**src/rtl/hdhi_div.sv**
```systemverilog
// Restoring divider, one quotient bit per cycle, for the interval reciprocal.
module hdhi_div (
    input  logic        i_clk,
    input  logic        i_rst_n,
    input  logic        i_start,
    input  logic [32:0] i_num,
    input  logic [30:0] i_den,
    output logic        o_done,
    output logic [32:0] o_quo
);
    logic        r_busy;
    logic [5:0]  r_cnt;
    logic [32:0] r_num;
    logic [30:0] r_den;
    logic [31:0] r_rem;
    logic [32:0] trial;
    logic        ge;

    assign trial = {r_rem, r_num[32]};
    assign ge    = trial >= {2'b0, r_den};

    always_ff @(posedge i_clk) begin
        if (!i_rst_n) begin
            r_busy <= 1'b0;
            o_done <= 1'b0;
        end else begin
            o_done <= r_busy && (r_cnt == 6'd32);
            if (i_start) begin
                r_busy <= 1'b1;
            end else if (r_cnt == 6'd32) begin
                r_busy <= 1'b0;
            end
        end
        if (i_start) begin
            r_num <= i_num;
            r_den <= i_den;
            r_rem <= '0;
            r_cnt <= '0;
        end else if (r_busy) begin
            r_num <= {r_num[31:0], 1'b0};
            r_rem <= ge ? 32'(trial - {2'b0, r_den}) : trial[31:0];
            o_quo <= {o_quo[31:0], ge};
            r_cnt <= r_cnt + 6'd1;
        end
    end
endmodule

```
**config.mk**
```make
export PLATFORM = sky130hd
export DESIGN_NAME = hdhi_div
export DESIGN_NICKNAME = d
export VERILOG_FILES = /design/src/rtl/hdhi_div.sv
export SDC_FILE = /design/constraint.sdc
export NUM_CORES = 1
export LEC_CHECK = 0
export BUFFER_PORTS_ARGS = -buffer_cell sky130_fd_sc_hd__buf_2
export CORE_MARGIN = 3
export CORE_UTILIZATION = 50
export CTS_BUF_LIST = sky130_fd_sc_hd__clkbuf_2
export CTS_CLUSTER_DIAMETER = 40
export DETAILED_ROUTE_END_ITERATION = 6
export GPL_TIMING_DRIVEN = 0
export PLACE_DENSITY = 0.71
export SLEW_MARGIN = 20
export SYNTH_ARGS = -nofsm -noshare
export SYNTH_HDL_FRONTEND = slang
export SYNTH_SLANG_ARGS = --single-unit
export TNS_END_PERCENT = 5
```
**constraint.sdc**
```tcl
create_clock -name i_clk -period 6.15 [get_ports i_clk]
set_clock_uncertainty 0.05 [all_clocks]
set_input_delay 0.9225 -clock i_clk [delete_from_list [all_inputs] [get_ports i_clk]]
set_output_delay 0.9225 -clock i_clk [all_outputs]
set_load 0.05 [all_outputs]
```
Word-level counts from Yosys, hierarchy flattened
Cells that the tools add are included.
{ "totals": {"elab_cells": 21, "regBits": 137, "inputBits": 67} }
{ "classes": {"add_sub_neg": 2, "n_eq_ne": 1, "n_mux": 5, "n_lt_le_gt_ge": 1, "bitwise": 1, "n_reduce_logical": 4} }
{ "ops": {"columns": ["cell", "count"], "rows": [
  ["two-way mux 33 bit", 2],
  ["greater-or-equal comparator 33 x 31 -> 1 bit", 1],
  ["two-way mux 32 bit", 1],
  ["subtractor 32 x 31 -> 32 bit", 1],
  ["adder 6 x 1 -> 6 bit, second input constant", 1],
  ["equality test 6 bit, second input constant", 1],
  ["nonzero test 2 bit", 2],
  ["two-way mux 1 bit", 2],
  ["AND reduction 2 bit", 1],
  ["logical AND 1 bit", 1],
  ["inverter 1 bit", 1]
]} }

Longest topological paths before layout
{ "depth": {"ltp_word": 3, "depth_mapped": 14, "ltp_nobuf": 12} }

Least setup slack after synthesis
OpenSTA, ideal clock, no wires.
{ "synth_timing": {"path_type": "reg-to-reg", "from": "register r_den[1]", "to": "register r_rem[21]", "stages_incl_launch_ff": 14, "setup_slack_ps": 3509, "period_less_slack_ps": 2641, "setup_ps": 130, "t_arrival_ps": 2461, "path_cell_list": "edfxtp_1 inv_1 ha_1 nor2b_1 o21bai_4 a211o_1 a211oi_2 nor2_1 o31a_1 buf_6 buf_6 buf_2 a32oi_1 o31ai_1"} }
{ "synth_between": {"elab_chain_cells": 2, "elab_cells_between_ends": 3, "cone_classes": "1 x add/sub; 1 x order compare; 1 x mux"} }
{ "synth_rtl": {"columns": ["item", "line_no", "source"], "rows": [
  ["start: declaration", "14", "logic [30:0] r_den;"],
  ["start signal: assignment", "36", "r_den <= i_den;"],
  ["subtractor 32 x 31 -> 32 bit or greater-or-equal comparator 33 x 31 -> 1 bit (tied branches)", "41, 20", null],
  ["two-way mux 32 bit (*)", "41", "r_rem <= ge ? 32'(trial - {2'b0, r_den}) : trial[31:0];"],
  ["end signal: assignment", "41", null],
  ["end: declaration", "15", "logic [31:0] r_rem;"]
]} }
Every way passes the cells marked *; elsewhere a longest branch is shown, timed or not.
A chain may end at the register's enable or synchronous reset.

Worst setup path after layout
{ "layout_timing": {"from": "register r_den[18]", "to": "register r_rem[12]"} }
{ "layout_between": {"elab_chain_cells": 2} }
{ "layout_rtl": {"columns": ["item", "line_no", "source"], "rows": [
  ["greater-or-equal comparator 33 x 31 -> 1 bit", "20", "assign ge = trial >= {2'b0, r_den};"],
  ["named net ge", "17", "logic ge;"],
  ["two-way mux 32 bit", "41", null]
]} }
The timed path passes the listed nets, and every way through them passes these cells.

==> results by group <==
Clocking
  – Clock insertion delay at the later pin of the skew report: 0.73 ns
  – Postcts setup bufs: 0
  – Clock-pin slew on the worst setup and hold paths: 0.22 ns
  – CTS root buf: clkbuf_2
  – CTS tree: yes
  – Hold bufs inserted after CTS: 0
  – Post-CTS sizing: 0
  – Clk sinks: 137
  – CTS Buffer Depth: 2
  – Clock buffer count from CTS: 17
  – H-tree level count: 4

Placement
  – Post-DP HPWL: 11000 um
  – Gpl congestion: 0.906
  – Dpl cells: 894
  – PortBufs: 100
  – Place WS: 2.59 ns

Floorplanning
  – Core area: 0.0133 mm^2
  – Height of the die: 123 um
  – Starting Density: 0.515
  – Die area: 0.0152 mm^2
  – DIE WIDTH: 123 um
  – I/O pins: 101
  – Std-Cell Rows: 42

Timing
  – Fin. max-slew vios: 0
  – Fin. Hold Viols: 0
  – Final critical-path required period: 3.27 ns
  – Final worst path period share: 0.532
  – Worst-margin pin slew: 0.893 ns
  – Max Clk Rate: 306 MHz
  – Setup ws final: 2.88 ns
  – Worst slew margin: 0.402
  – RSZ-0062 raised after global routing: false
  – Setup TNS: 0 ns
  – # setup viols final: 0

Finish
  – Layout area overhead: 15.0%
  – Diode count: 0
  – Non-filler instance count after layout: 926
  – Layout Nets: 838
  – Most frequent cells in the layout: buf_2 (106), edfxtp_1 (97), nor2_1 (61)
  – Fin util: 0.592
  – Layout cells sized above 1: 0.247
  – Most common cell after layout, fill and taps aside: buf_2
  – Fillers: 1175

Logic synthesis
  – Post-synth cell types: 54
  – Yosys warnings: 0
  – Ys async rst share: 0
  – Mapped Nets: 719
  – Mapped cell area: 0.00687 mm^2
  – Top FF cell, synth: edfxtp_1
  – Seq/Total Area, Yosys: 0.541
  – Syn Inst Count: 618
  – Avg Cell Area, Syn: 11.1 um^2
  – EDFF count, synth: 97
  – Flops & latches, synth: 137

Power and ir drop
  – Total power: 2.28 mW
  – Peak VDD IR: 0.000232 V
  – Pleak: 3.33 nW
  – Power per cell area: 288 mW/mm^2

Global routing
  – Pin count of the biggest net entering global routing: 41
  – Vias in the first global route: 4971
  – GRT Residual Overflow: 0
  – GRT Total Usage: 0.211
  – First-pass GRT wire length: 24700 um
  – Initial antenna violation count: 0

Worst hold path
  – HP Class: in2reg

Critical path
  – Arrival time at the worst endpoint: 3.85 ns
  – Worst path bufs/invs: 4
  – Critical path launch point type: flip-flop
  – Worst path top cell family by delay: compound AO/OA/AOI/OAI gates
  – Most frequent CP cell: o21ai_0
  – Critical Path, Cell by Cell: inv_1 > ha_1 > clkbuf_1 > a21oi_1 > o21ai_0 > a2111oi_0 > o21ai_0 > nor2_1 > o31a_1 > buf_6 > clkinv_1 > mux2i_1 > a211oi_1
  – CP Data Required Time: 6.73 ns
  – Slowest-stage cell, CP: edfxtp_1
  – CP peak stage delay: 0.40 ns
  – Critical Path Fanout Max: 9
  – CP endpoint kind: flip-flop
  – CP Class: reg2reg

Run
  – Max-Cap Viols: 0

Drt
  – Vias/cell: 5.51
  – DRT Pass-1 Iters: 5
  – ANT nets after route: 0
  – # DRC: 0
  – WL per Instance: 16.6 um
  – Initial DRC Count: 328
  – Vias: 5098
  – Routed wire length: 15400 um

Outcome
  – Status: completed
sequential cells by signal (all words and copies together) (netlist names):
name and flops:
r_num 33, r_den 31, o_quo 33, r_busy 1, o_done 1, r_rem 32
r_cnt 6
Yosys cell counts, drive strengths merged (14+ instances only):
library cell	n	share of area
a211oi	19	0.022
a21o	18	0.020
a21oi	55	0.040
clkbuf	14	0.0077
dfxtp	40	0.12
edfxtp	97	0.42
ha	33	0.060
inv	40	0.022
mux2	34	0.056
nand2	39	0.021
nor2	61	0.033
o21ai	22	0.016
xor2	15	0.019
power breakdown:
group          total, mW  internal [mW]  switching [mW]
clock              0.656          0.314           0.342
combinational      0.521          0.204           0.317
sequential          1.10           1.07          0.0340
metal layers:
metal  part of all wire  GRT usage  wire [um]
met5                  0          0          0
met3              0.062     0.0554        952
met4              0.021     0.0803        324
met1               0.46      0.276       7000
met2               0.46      0.337       7100
kinds of logic (layout without fill, tap and decap cells):
logic type,after synthesis,count (layout),share of synthesized area
AOI/OAI and AO/OA,154,154,0.148
xor gates and xnor gates,27,27,0.0344
adders and majority gates,34,34,0.0630
buffers and inverters,66,198,0.0393
DFF,137,137,0.541
muxes,43,43,0.0689
and+or+nand+nor,157,157,0.105
stage by stage:
stage / instance area (um^2) / hold slack [ns]
4_1_cts: 7900 / 0.203
3_5_place_dp: 7590 / 0.376
5_1_grt: 7900 / 0.213
6_report: 7900 / 0.293
2_1_floorplan: 6870 / 0.392
3_3_place_gp: 7590 / 0.377
worst paths after layout:
path / from / endpoint / slack [ns] / depth (start not counted)
max: r_den[18] / r_rem[12] / 2.88 / 13
min: i_den[22] / r_den[22] / 0.29 / 1
max reg2reg: r_den[18] / r_rem[12] / 2.88 / 13
min reg2reg: o_quo[4] / o_quo[5] / 0.41 / 0
worst reg2reg max path, cell delays in order, from the launching register on:
cell       delay (ns)
edfxtp_1         0.40
inv_1            0.07
ha_1             0.23
clkbuf_1         0.20
a21oi_1          0.20
o21ai_0          0.10
a2111oi_0        0.35
o21ai_0          0.14
nor2_1           0.31
o31a_1           0.18
buf_6            0.15
clkinv_1         0.36
mux2i_1          0.22
a211oi_1         0.24
final cells by class:
cell class | count | area (um^2) | share of cell area
sequential | 137 | 3710 | 0.470
multi-input combinational | 415 | 2890 | 0.365
timing repair buffer | 100 | 500 | 0.0633
clock inverter | 14 | 220 | 0.0279
tap | 176 | 220 | 0.0279
inverter | 42 | 159 | 0.0201
buffer | 24 | 113 | 0.0143
clock buffer | 18 | 90.1 | 0.0114
Note: power is estimated with default switching activity, not from simulation.
