<file path="src/rtl/hdhi_pkg.sv">
// Shared constants, types and arithmetic helpers for the Hermite delay-history block.
package hdhi_pkg;

    localparam int HISTORY_DEPTH = 1024;
    localparam int NUM_DELAYS    = 4;
    localparam int NUM_DENSE     = 4;

    localparam int HIST_AW   = $clog2(HISTORY_DEPTH);
    localparam int NEW_W     = HIST_AW + 1;
    localparam int VAL_DEPTH = HISTORY_DEPTH * NUM_DENSE;
    localparam int VAL_AW    = $clog2(VAL_DEPTH);
    localparam int DLY_AW    = (NUM_DELAYS > 1) ? $clog2(NUM_DELAYS) : 1;

    localparam logic signed [47:0] WIDE_MAX = 48'sh7FFF_FFFF_FFFF;
    localparam logic signed [50:0] WIDE_MAX_X = 51'sh0_7FFF_FFFF_FFFF;
    localparam logic signed [50:0] Q_ONE_X = 51'sd65536;

    typedef enum logic [2:0] {
        K_TIME    = 3'd0,
        K_VALUE   = 3'd1,
        K_DERIV   = 3'd2,
        K_QUERY   = 3'd3,
        K_RESTART = 3'd4
    } t_kind;

    typedef enum logic [1:0] {
        ST_OK     = 2'd0,
        ST_BEYOND = 2'd1,
        ST_NOINT  = 2'd2
    } t_status;

    typedef enum logic [3:0] {
        S_IDLE, S_TRD, S_TCMP, S_LRD1, S_LRD2, S_LRD3, S_DIV,
        S_CHK, S_HM, S_HW, S_OUT
    } t_state;

    typedef enum logic [2:0] {
        H_THETA, H_BSLOPE, H_ESLOPE, H_SCALE, H_DIFF, H_NEST, H_BEGIN, H_FINAL
    } t_hstep;

    typedef struct packed {
        logic [2:0]         kind;
        logic [9:0]         entry_index;
        logic [1:0]         dense_index;
        logic [1:0]         delay_index;
        logic signed [31:0] time_point;
        logic signed [31:0] sample;
    } t_in_item;

    typedef struct packed {
        logic signed [31:0] delayed_value;
        logic [1:0]         channel;
        logic [1:0]         status;
    } t_out_item;

    typedef struct packed {
        logic               start;
        logic signed [47:0] a;
        logic signed [47:0] b;
    } t_mul_req;

    function automatic logic signed [50:0] ext51(input logic signed [47:0] v);
        return {{3{v[47]}}, v};
    endfunction

    function automatic logic signed [47:0] clamp_wide(input logic signed [50:0] v);
        if (v > WIDE_MAX_X) begin
            return WIDE_MAX;
        end else if (v < -WIDE_MAX_X) begin
            return -WIDE_MAX;
        end else begin
            return v[47:0];
        end
    endfunction

    function automatic logic signed [31:0] sat32(input logic signed [50:0] v);
        if (v > 51'sd2147483647) begin
            return 32'sh7FFF_FFFF;
        end else if (v < -51'sd2147483648) begin
            return 32'sh8000_0000;
        end else begin
            return v[31:0];
        end
    endfunction

    function automatic logic [VAL_AW-1:0] val_addr(input logic [HIST_AW-1:0] e,
                                                   input logic [1:0] d);
        return VAL_AW'(int'(e) * NUM_DENSE + int'(d));
    endfunction

endpackage

</file>
<file path="src/rtl/hdhi_mul.sv">
// Shared signed Q32.16 multiplier: 24x24 partial products accumulated in turn, round and saturate.
module hdhi_mul (
    input  logic                    i_clk,
    input  logic                    i_rst_n,
    input  hdhi_pkg::t_mul_req      i_req,
    output logic                    o_done,
    output logic signed [47:0]      o_res
);
    logic [47:0] r_ma, r_mb;
    logic        r_neg, r_busy, r_fin;
    logic [95:0] r_acc;
    logic [1:0]  r_cnt;
    logic [23:0] pa, pb;
    logic [47:0] prod;
    logic [6:0]  shamt;
    logic [95:0] rnd;
    logic [79:0] q;
    logic [47:0] magr;

    assign pa    = r_cnt[0] ? r_ma[47:24] : r_ma[23:0];
    assign pb    = r_cnt[1] ? r_mb[47:24] : r_mb[23:0];
    assign prod  = pa * pb;
    assign shamt = (r_cnt[0] ? 7'd24 : 7'd0) + (r_cnt[1] ? 7'd24 : 7'd0);
    assign rnd   = r_acc + 96'd32768;
    assign q     = rnd[95:16];
    assign magr  = (|q[79:47]) ? 48'(hdhi_pkg::WIDE_MAX) : {1'b0, q[46:0]};

    always_ff @(posedge i_clk) begin
        if (!i_rst_n) begin
            r_busy <= 1'b0;
            r_fin  <= 1'b0;
            o_done <= 1'b0;
        end else begin
            o_done <= r_fin;
            r_fin  <= r_busy && (r_cnt == 2'd3);
            if (i_req.start) begin
                r_busy <= 1'b1;
            end else if (r_cnt == 2'd3) begin
                r_busy <= 1'b0;
            end
        end
        if (i_req.start) begin
            r_ma  <= i_req.a[47] ? 48'(-i_req.a) : 48'(i_req.a);
            r_mb  <= i_req.b[47] ? 48'(-i_req.b) : 48'(i_req.b);
            r_neg <= i_req.a[47] ^ i_req.b[47];
            r_acc <= '0;
            r_cnt <= 2'd0;
        end else if (r_busy) begin
            r_acc <= r_acc + (96'(prod) << shamt);
            r_cnt <= r_cnt + 2'd1;
        end
        if (r_fin) begin
            o_res <= r_neg ? -$signed(magr) : $signed(magr);
        end
    end
endmodule

</file>
<file path="config.mk">
export PLATFORM = sky130hd
export DESIGN_NAME = hdhi_mul
export DESIGN_NICKNAME = d
export VERILOG_FILES = /design/src/rtl/hdhi_pkg.sv /design/src/rtl/hdhi_mul.sv
export SDC_FILE = /design/constraint.sdc
export NUM_CORES = 2
export LEC_CHECK = 0
export BUFFER_PORTS_ARGS = -buffer_cell sky130_fd_sc_hd__buf_2
export CORE_MARGIN = 2
export CORE_UTILIZATION = 60
export DETAILED_ROUTE_END_ITERATION = 8
export PLACE_DENSITY = 0.84
export SYNTH_ARGS = -nofsm -noshare
export SYNTH_HDL_FRONTEND = slang
export SYNTH_SLANG_ARGS = --single-unit
</file>
<file path="constraint.sdc">
create_clock -name i_clk -period 13 [get_ports i_clk]
set_input_delay 2.6 -clock i_clk [delete_from_list [all_inputs] [get_ports i_clk]]
set_output_delay 2.6 -clock i_clk [all_outputs]
set_load 0.05 [all_outputs]
</file>
# Word level (Yosys, flattened, before mapping)
# Cells that the tools add are included.
# totals
wordCells,35
out_inout_bits,49
register_bits,246
in_bits,99
# classes
bitwise_logic,1
n_shift,1
muxes,10
multipliers,1
n_reduce_logical,3
n_eq_ne,1
n_addsub,7
# op_table
cell,count
47-bit 2-to-1 mux,3
96-bit by 16-bit adder with 96-bit output (second input constant),1
96-bit adder,1
48-bit negation,2
48-bit by 6-bit left shift with 96-bit output,1
24-bit by 24-bit multiplier with 48-bit output,1
24-bit 2-to-1 mux,2
48-bit 2-to-1 mux,1
47-bit negation with 48-bit output,1
33-bit OR reduction,1
5-bit 2-to-1 mux,2
5-bit by 5-bit adder with 6-bit output,1
2-bit by 1-bit adder with 2-bit output (second input constant),1
2-bit equality test (second input constant),1
1-bit 2-to-1 mux,2
2-bit nonzero test,1
1-bit logical AND,1
1-bit bitwise XOR,1

# Logic depth before layout (Yosys ltp)
# depth
depth_word,5
mapped_depth,45
ltp_nobuf,40

# Worst setup path after synthesis
# OpenSTA, ideal clock, no wires.
# synth_path
path_type,register to register
start,reg r_cnt[0]
end,reg r_acc[93]
arrival_ns,11.336
setup_slack_ns,1.569
required_ns,12.905
setup_time_ns,0.095
n_path_buf,5
path_stages_with_launch,42
period_less_slack_ns,11.431
cell_sequence,dfxtp_1 -> clkbuf_1 -> clkbuf_1 -> clkbuf_1 -> mux2i_1 -> clkbuf_1 -> nor2_1 -> fa_1 -> fa_1 -> inv_1 -> fa_1 -> fa_1 -> inv_1 -> fa_1 -> fa_1 -> inv_1 -> fa_1 -> inv_1 -> (+6 left out) -> a21boi_0 -> xnor2_1 -> mux2_2 -> o21ai_0 -> nor2_1 -> ha_1 -> clkbuf_1 -> nand4_1 -> nor4_1 -> nand2_1 -> o211ai_1 -> a2111oi_0 -> o31ai_1 -> a21oi_1 -> o21ai_1 -> a41o_1 -> nand3_1 -> o311ai_1
# synth_via
elab_chain_cells,4
elab_cells_between_ends,6
classes_between,add/sub (2); mul (1); shift (1); mux (2)
# synth_rtl
element,line_no,rtl
"start, declared",hdhi_mul.sv:12,logic [1:0] r_cnt;
"start signal, assigned",hdhi_mul.sv:50,r_cnt <= r_cnt + 2'd1;
24-bit 2-to-1 mux / 5-bit 2-to-1 mux (equally long branches),"hdhi_mul.sv:20, hdhi_mul.sv:23",
24-bit by 24-bit multiplier with 48-bit output / 5-bit by 5-bit adder with 6-bit output (equally long branches),"hdhi_mul.sv:22, hdhi_mul.sv:23",
48-bit by 6-bit left shift with 96-bit output (*),hdhi_mul.sv:49,r_acc <= r_acc + (96'(prod) << shamt);
96-bit adder (*),hdhi_mul.sv:49,
"end signal, assigned",hdhi_mul.sv:49,
"end, declared",hdhi_mul.sv:11,logic [95:0] r_acc;
# Mark *: on every way between the ends. The rest lies on a longest branch, timed or not.
# A chain may end at the register's enable or synchronous reset.

# Worst setup path in the final report
# layout_path
start,reg r_cnt[1]
end,reg r_acc[93]
# layout_via
elab_chain_cells,4
elab_cells_between_ends,6
classes_between,add/sub (2); mul (1); shift (1); mux (2)
# layout_rtl
element,line_no
24-bit 2-to-1 mux / 5-bit 2-to-1 mux (equally long branches),"hdhi_mul.sv:21, hdhi_mul.sv:23"
24-bit by 24-bit multiplier with 48-bit output / 5-bit by 5-bit adder with 6-bit output (equally long branches),"hdhi_mul.sv:22, hdhi_mul.sv:23"
48-bit by 6-bit left shift with 96-bit output (*),hdhi_mul.sv:49
96-bit adder (*),hdhi_mul.sv:49
# Marked as above.

==> impl_metrics.json <==
{
  "cts_max_path_buffers": 3,
  "viasPerCell": 6.40,
  "tightest_slew_ps": 1150,
  "synth.largest_area_cell": "sky130_fd_sc_hd__fa_1",
  "synth_largest_type_area_fraction": 0.238,
  "vias": 36700,
  "largest_net_degree_at_the_start_of_global_routing": 127,
  "wl_per_cell_um": 22.6,
  "syn_area_per_cell_um2": 8.41,
  "die_y_um": 264,
  "cp_slowest_cell": "sky130_fd_sc_hd__mux2i_2",
  "grt_util_all_layers": 0.367,
  "synth_cell_type_count": 100,
  "floorplan.rows": 95,
  "final.setup.tns_ps": 0,
  "dr.first_iter.drc_count": 4229,
  "total_of_warnings_raised_by_yosys": 0,
  "fmax_mhz": 80.2,
  "fp.dieArea_um2": 69900,
  "synth.top_cells.by_area": "sky130_fd_sc_hd__fa_1, sky130_fd_sc_hd__edfxtp_1, sky130_fd_sc_hd__ha_1",
  "htree_num_levels": 1,
  "gr-total-overflow": 0,
  "relSlewSlack": 0.235,
  "finalClockSkew_ps": 13.1,
  "synth_cells": 4838,
  "io_buffer_count": 147,
  "path_common_cell": "sky130_fd_sc_hd__fa_1",
  "synth_fp_nets": 5696,
  "maxCapViolCount": 0,
  "rsz0062_at_grt": "no",
  "drc_errors": 0,
  "layout_min_cycle_time_ps": 12470,
  "start_util": 0.606,
  "asyncSetResetFlopFracSynth": 0,
  "synth_edf_count": 145,
  "final_common_cell": "sky130_fd_sc_hd__inv_1",
  "clkLatencyLatePin_ps": 610,
  "via_count_of_the_first_global_routing_pass": 35200,
  "top_level_ports": 148,
  "pins_over_their_slew_limit": 0,
  "fin_crit_sh": 0.959,
  "holdCritPathClass": "reg2reg",
  "setup.worst_path.start_class": "flop",
  "ctsRootBufferMaster": "sky130_fd_sc_hd__clkbuf_16",
  "status": "completed",
  "max_stage_delay_ps": 800,
  "cts_inserted_buffers": 29,
  "timing_worst_setup_path_type": "reg2reg",
  "finish.instance_area_um2": 43100,
  "grt_antenna_before_repair": 2,
  "die_w_um": 264,
  "synth.yosys.seq_area_share": 0.157,
  "nNetsFinal": 5699,
  "ant_nets": 0,
  "setup_viol": 0,
  "grt_pass1_wl_mm": 200,
  "place.gp.congestion": 1.07,
  "mappedNetlistArea_um2": 40700,
  "clock_sink_count": 246,
  "final_layout_size_suffix_gt1_frac": 0.0851,
  "core_region_area_um2": 67200,
  "fill_cells": 5591,
  "maximum_fanout_along_the_worst_path": 11,
  "dpl_wire_length_mm": 103,
  "firstDrtPassIters": 7,
  "cts_tree": "yes",
  "dpl-instance-area_um2": 42100,
  "clkSlewWorstSetupHoldPaths_ps": 60,
  "layout.cells.most_common_list": "sky130_fd_sc_hd__inv_1, sky130_fd_sc_hd__nand2_1, sky130_fd_sc_hd__nor2_1",
  "flip_flop_and_latch_count_after_synthesis": 246,
  "worstPathRequired_ps": 13500,
  "wl_mm": 130,
  "area_delta_synth_final_pct": 5.88,
  "worst_setup_path_end_kind": "flop",
  "endpoints_failing_hold": 0,
  "synth_top_flop_cell": "sky130_fd_sc_hd__edfxtp_1",
  "critical_path_arrival_ps": 12970
}
[path summary, 6_finish.rpt]
path	from	to	slack (ps)	cells past startpoint
max	r_cnt[1]	r_acc[93]	530	39
min	r_acc[13]	r_acc[13]	510	2
max reg2reg	r_cnt[1]	r_acc[93]	530	39
min reg2reg	r_acc[13]	r_acc[13]	510	2
[kinds of logic (layout without fill, tap and decap cells)]
logic type	after synthesis	count (layout)	synth area share
xor+xnor	275	275	0.0592
compound gates	869	869	0.140
fa+ha+maj	759	759	0.323
simple gates	1598	1598	0.182
other cells	0	4	0
buf+inv	871	896	0.0827
flops	246	246	0.157
mux	220	220	0.0566
[stage by stage]
step,setup slack [ps],instances,util,hold WS (ps)
4_1_cts,220,5736,0.640,509
5_1_grt,27.6,5736,0.641,527
2_1_floorplan,1570,4838,-,467
6_report,531,5740,0.641,509
3_5_place_dp,264,5683,0.627,495
3_3_place_gp,605,5683,0.627,481
[sequential cells by signal (all words and copies together), names as in the netlist]
register	count
r_acc	96
o_res	48
r_ma	48
r_mb	48
r_cnt	2
o_done	1
r_busy	1
r_fin	1
r_neg	1
[repair_timing]
| item | 4_1_cts | 5_1_grt |
|---|---|---|
| gates resized for setup | 0 | 14 |
| setup endpoints to repair | 0 | 21 |
| setup buffers | 0 | 0 |
| hold buffers | 0 | 0 |
[final cells by class]
| type | count | area (µm²) | share of cell area |
|---|---|---|---|
| timing repair buffer | 222 | 1330 | 0.0309 |
| antenna | 4 | 10.0 | 0.000232 |
| multi-input combinational | 3721 | 31000 | 0.721 |
| inverter | 621 | 2330 | 0.0541 |
| tap | 873 | 1090 | 0.0254 |
| clock buffer | 36 | 772 | 0.0179 |
| clock inverter | 17 | 116 | 0.00270 |
| sequential | 246 | 6380 | 0.148 |
[cell usage after synthesis (10+ instances only)]
library cell / number
sky130_fd_sc_hd__a21o_1: 120
sky130_fd_sc_hd__xor2_1: 75
sky130_fd_sc_hd__a221oi_1: 10
sky130_fd_sc_hd__mux2_2: 60
sky130_fd_sc_hd__nand4_1: 80
sky130_fd_sc_hd__buf_1: 14
sky130_fd_sc_hd__o41ai_1: 19
sky130_fd_sc_hd__ha_1: 276
sky130_fd_sc_hd__dfxtp_1: 101
sky130_fd_sc_hd__o22ai_1: 13
sky130_fd_sc_hd__a31o_2: 13
sky130_fd_sc_hd__mux2i_1: 158
sky130_fd_sc_hd__o21a_1: 23
sky130_fd_sc_hd__edfxtp_1: 145
sky130_fd_sc_hd__nor2b_1: 18
sky130_fd_sc_hd__o21bai_1: 27
sky130_fd_sc_hd__or4_1: 20
sky130_fd_sc_hd__and2_1: 44
sky130_fd_sc_hd__clkbuf_1: 207
sky130_fd_sc_hd__nor2_1: 516
sky130_fd_sc_hd__buf_2: 12
sky130_fd_sc_hd__nor4_1: 21
sky130_fd_sc_hd__xnor2_1: 200
sky130_fd_sc_hd__nand3_1: 101
sky130_fd_sc_hd__o21ai_0: 180
sky130_fd_sc_hd__a21oi_1: 212
sky130_fd_sc_hd__a31oi_1: 33
sky130_fd_sc_hd__o221ai_1: 10
sky130_fd_sc_hd__nand2b_1: 33
sky130_fd_sc_hd__and4_1: 26
sky130_fd_sc_hd__nand2_1: 537
sky130_fd_sc_hd__and3_1: 53
sky130_fd_sc_hd__nor3_1: 56
sky130_fd_sc_hd__o31ai_1: 48
sky130_fd_sc_hd__or3_1: 29
sky130_fd_sc_hd__buf_4: 10
sky130_fd_sc_hd__o211ai_1: 19
sky130_fd_sc_hd__or2_2: 22
sky130_fd_sc_hd__inv_1: 620
sky130_fd_sc_hd__a211oi_1: 29
sky130_fd_sc_hd__fa_1: 483
[metal layers]
| metal | up-vias | share of wire | track usage |
|---|---|---|---|
| met5 | - | 0.00010 | 0 |
| met2 | 2203 | 0.42 | 0.539 |
| met1 | 17700 | 0.40 | 0.509 |
| met4 | 2 | 0.056 | 0.164 |
| met3 | 501 | 0.12 | 0.0965 |
| li1 | 16300 | - | - |
[worst max-delay path: cells and delay by family, from the launching register on]
kind	cells	cell delay, ps
AO/OA/AOI/OAI	17	4470
XOR/XNOR	1	400
adder cells (fa/ha/maj)	9	4140
buffers and inverters	7	920
flip-flops	1	530
multiplexers	2	1090
AND/OR/NAND/NOR	3	780
Power is left out: the tool's default activity adds up to more than one toggle a clock period on the data nets, which glitch-free logic cannot reach.
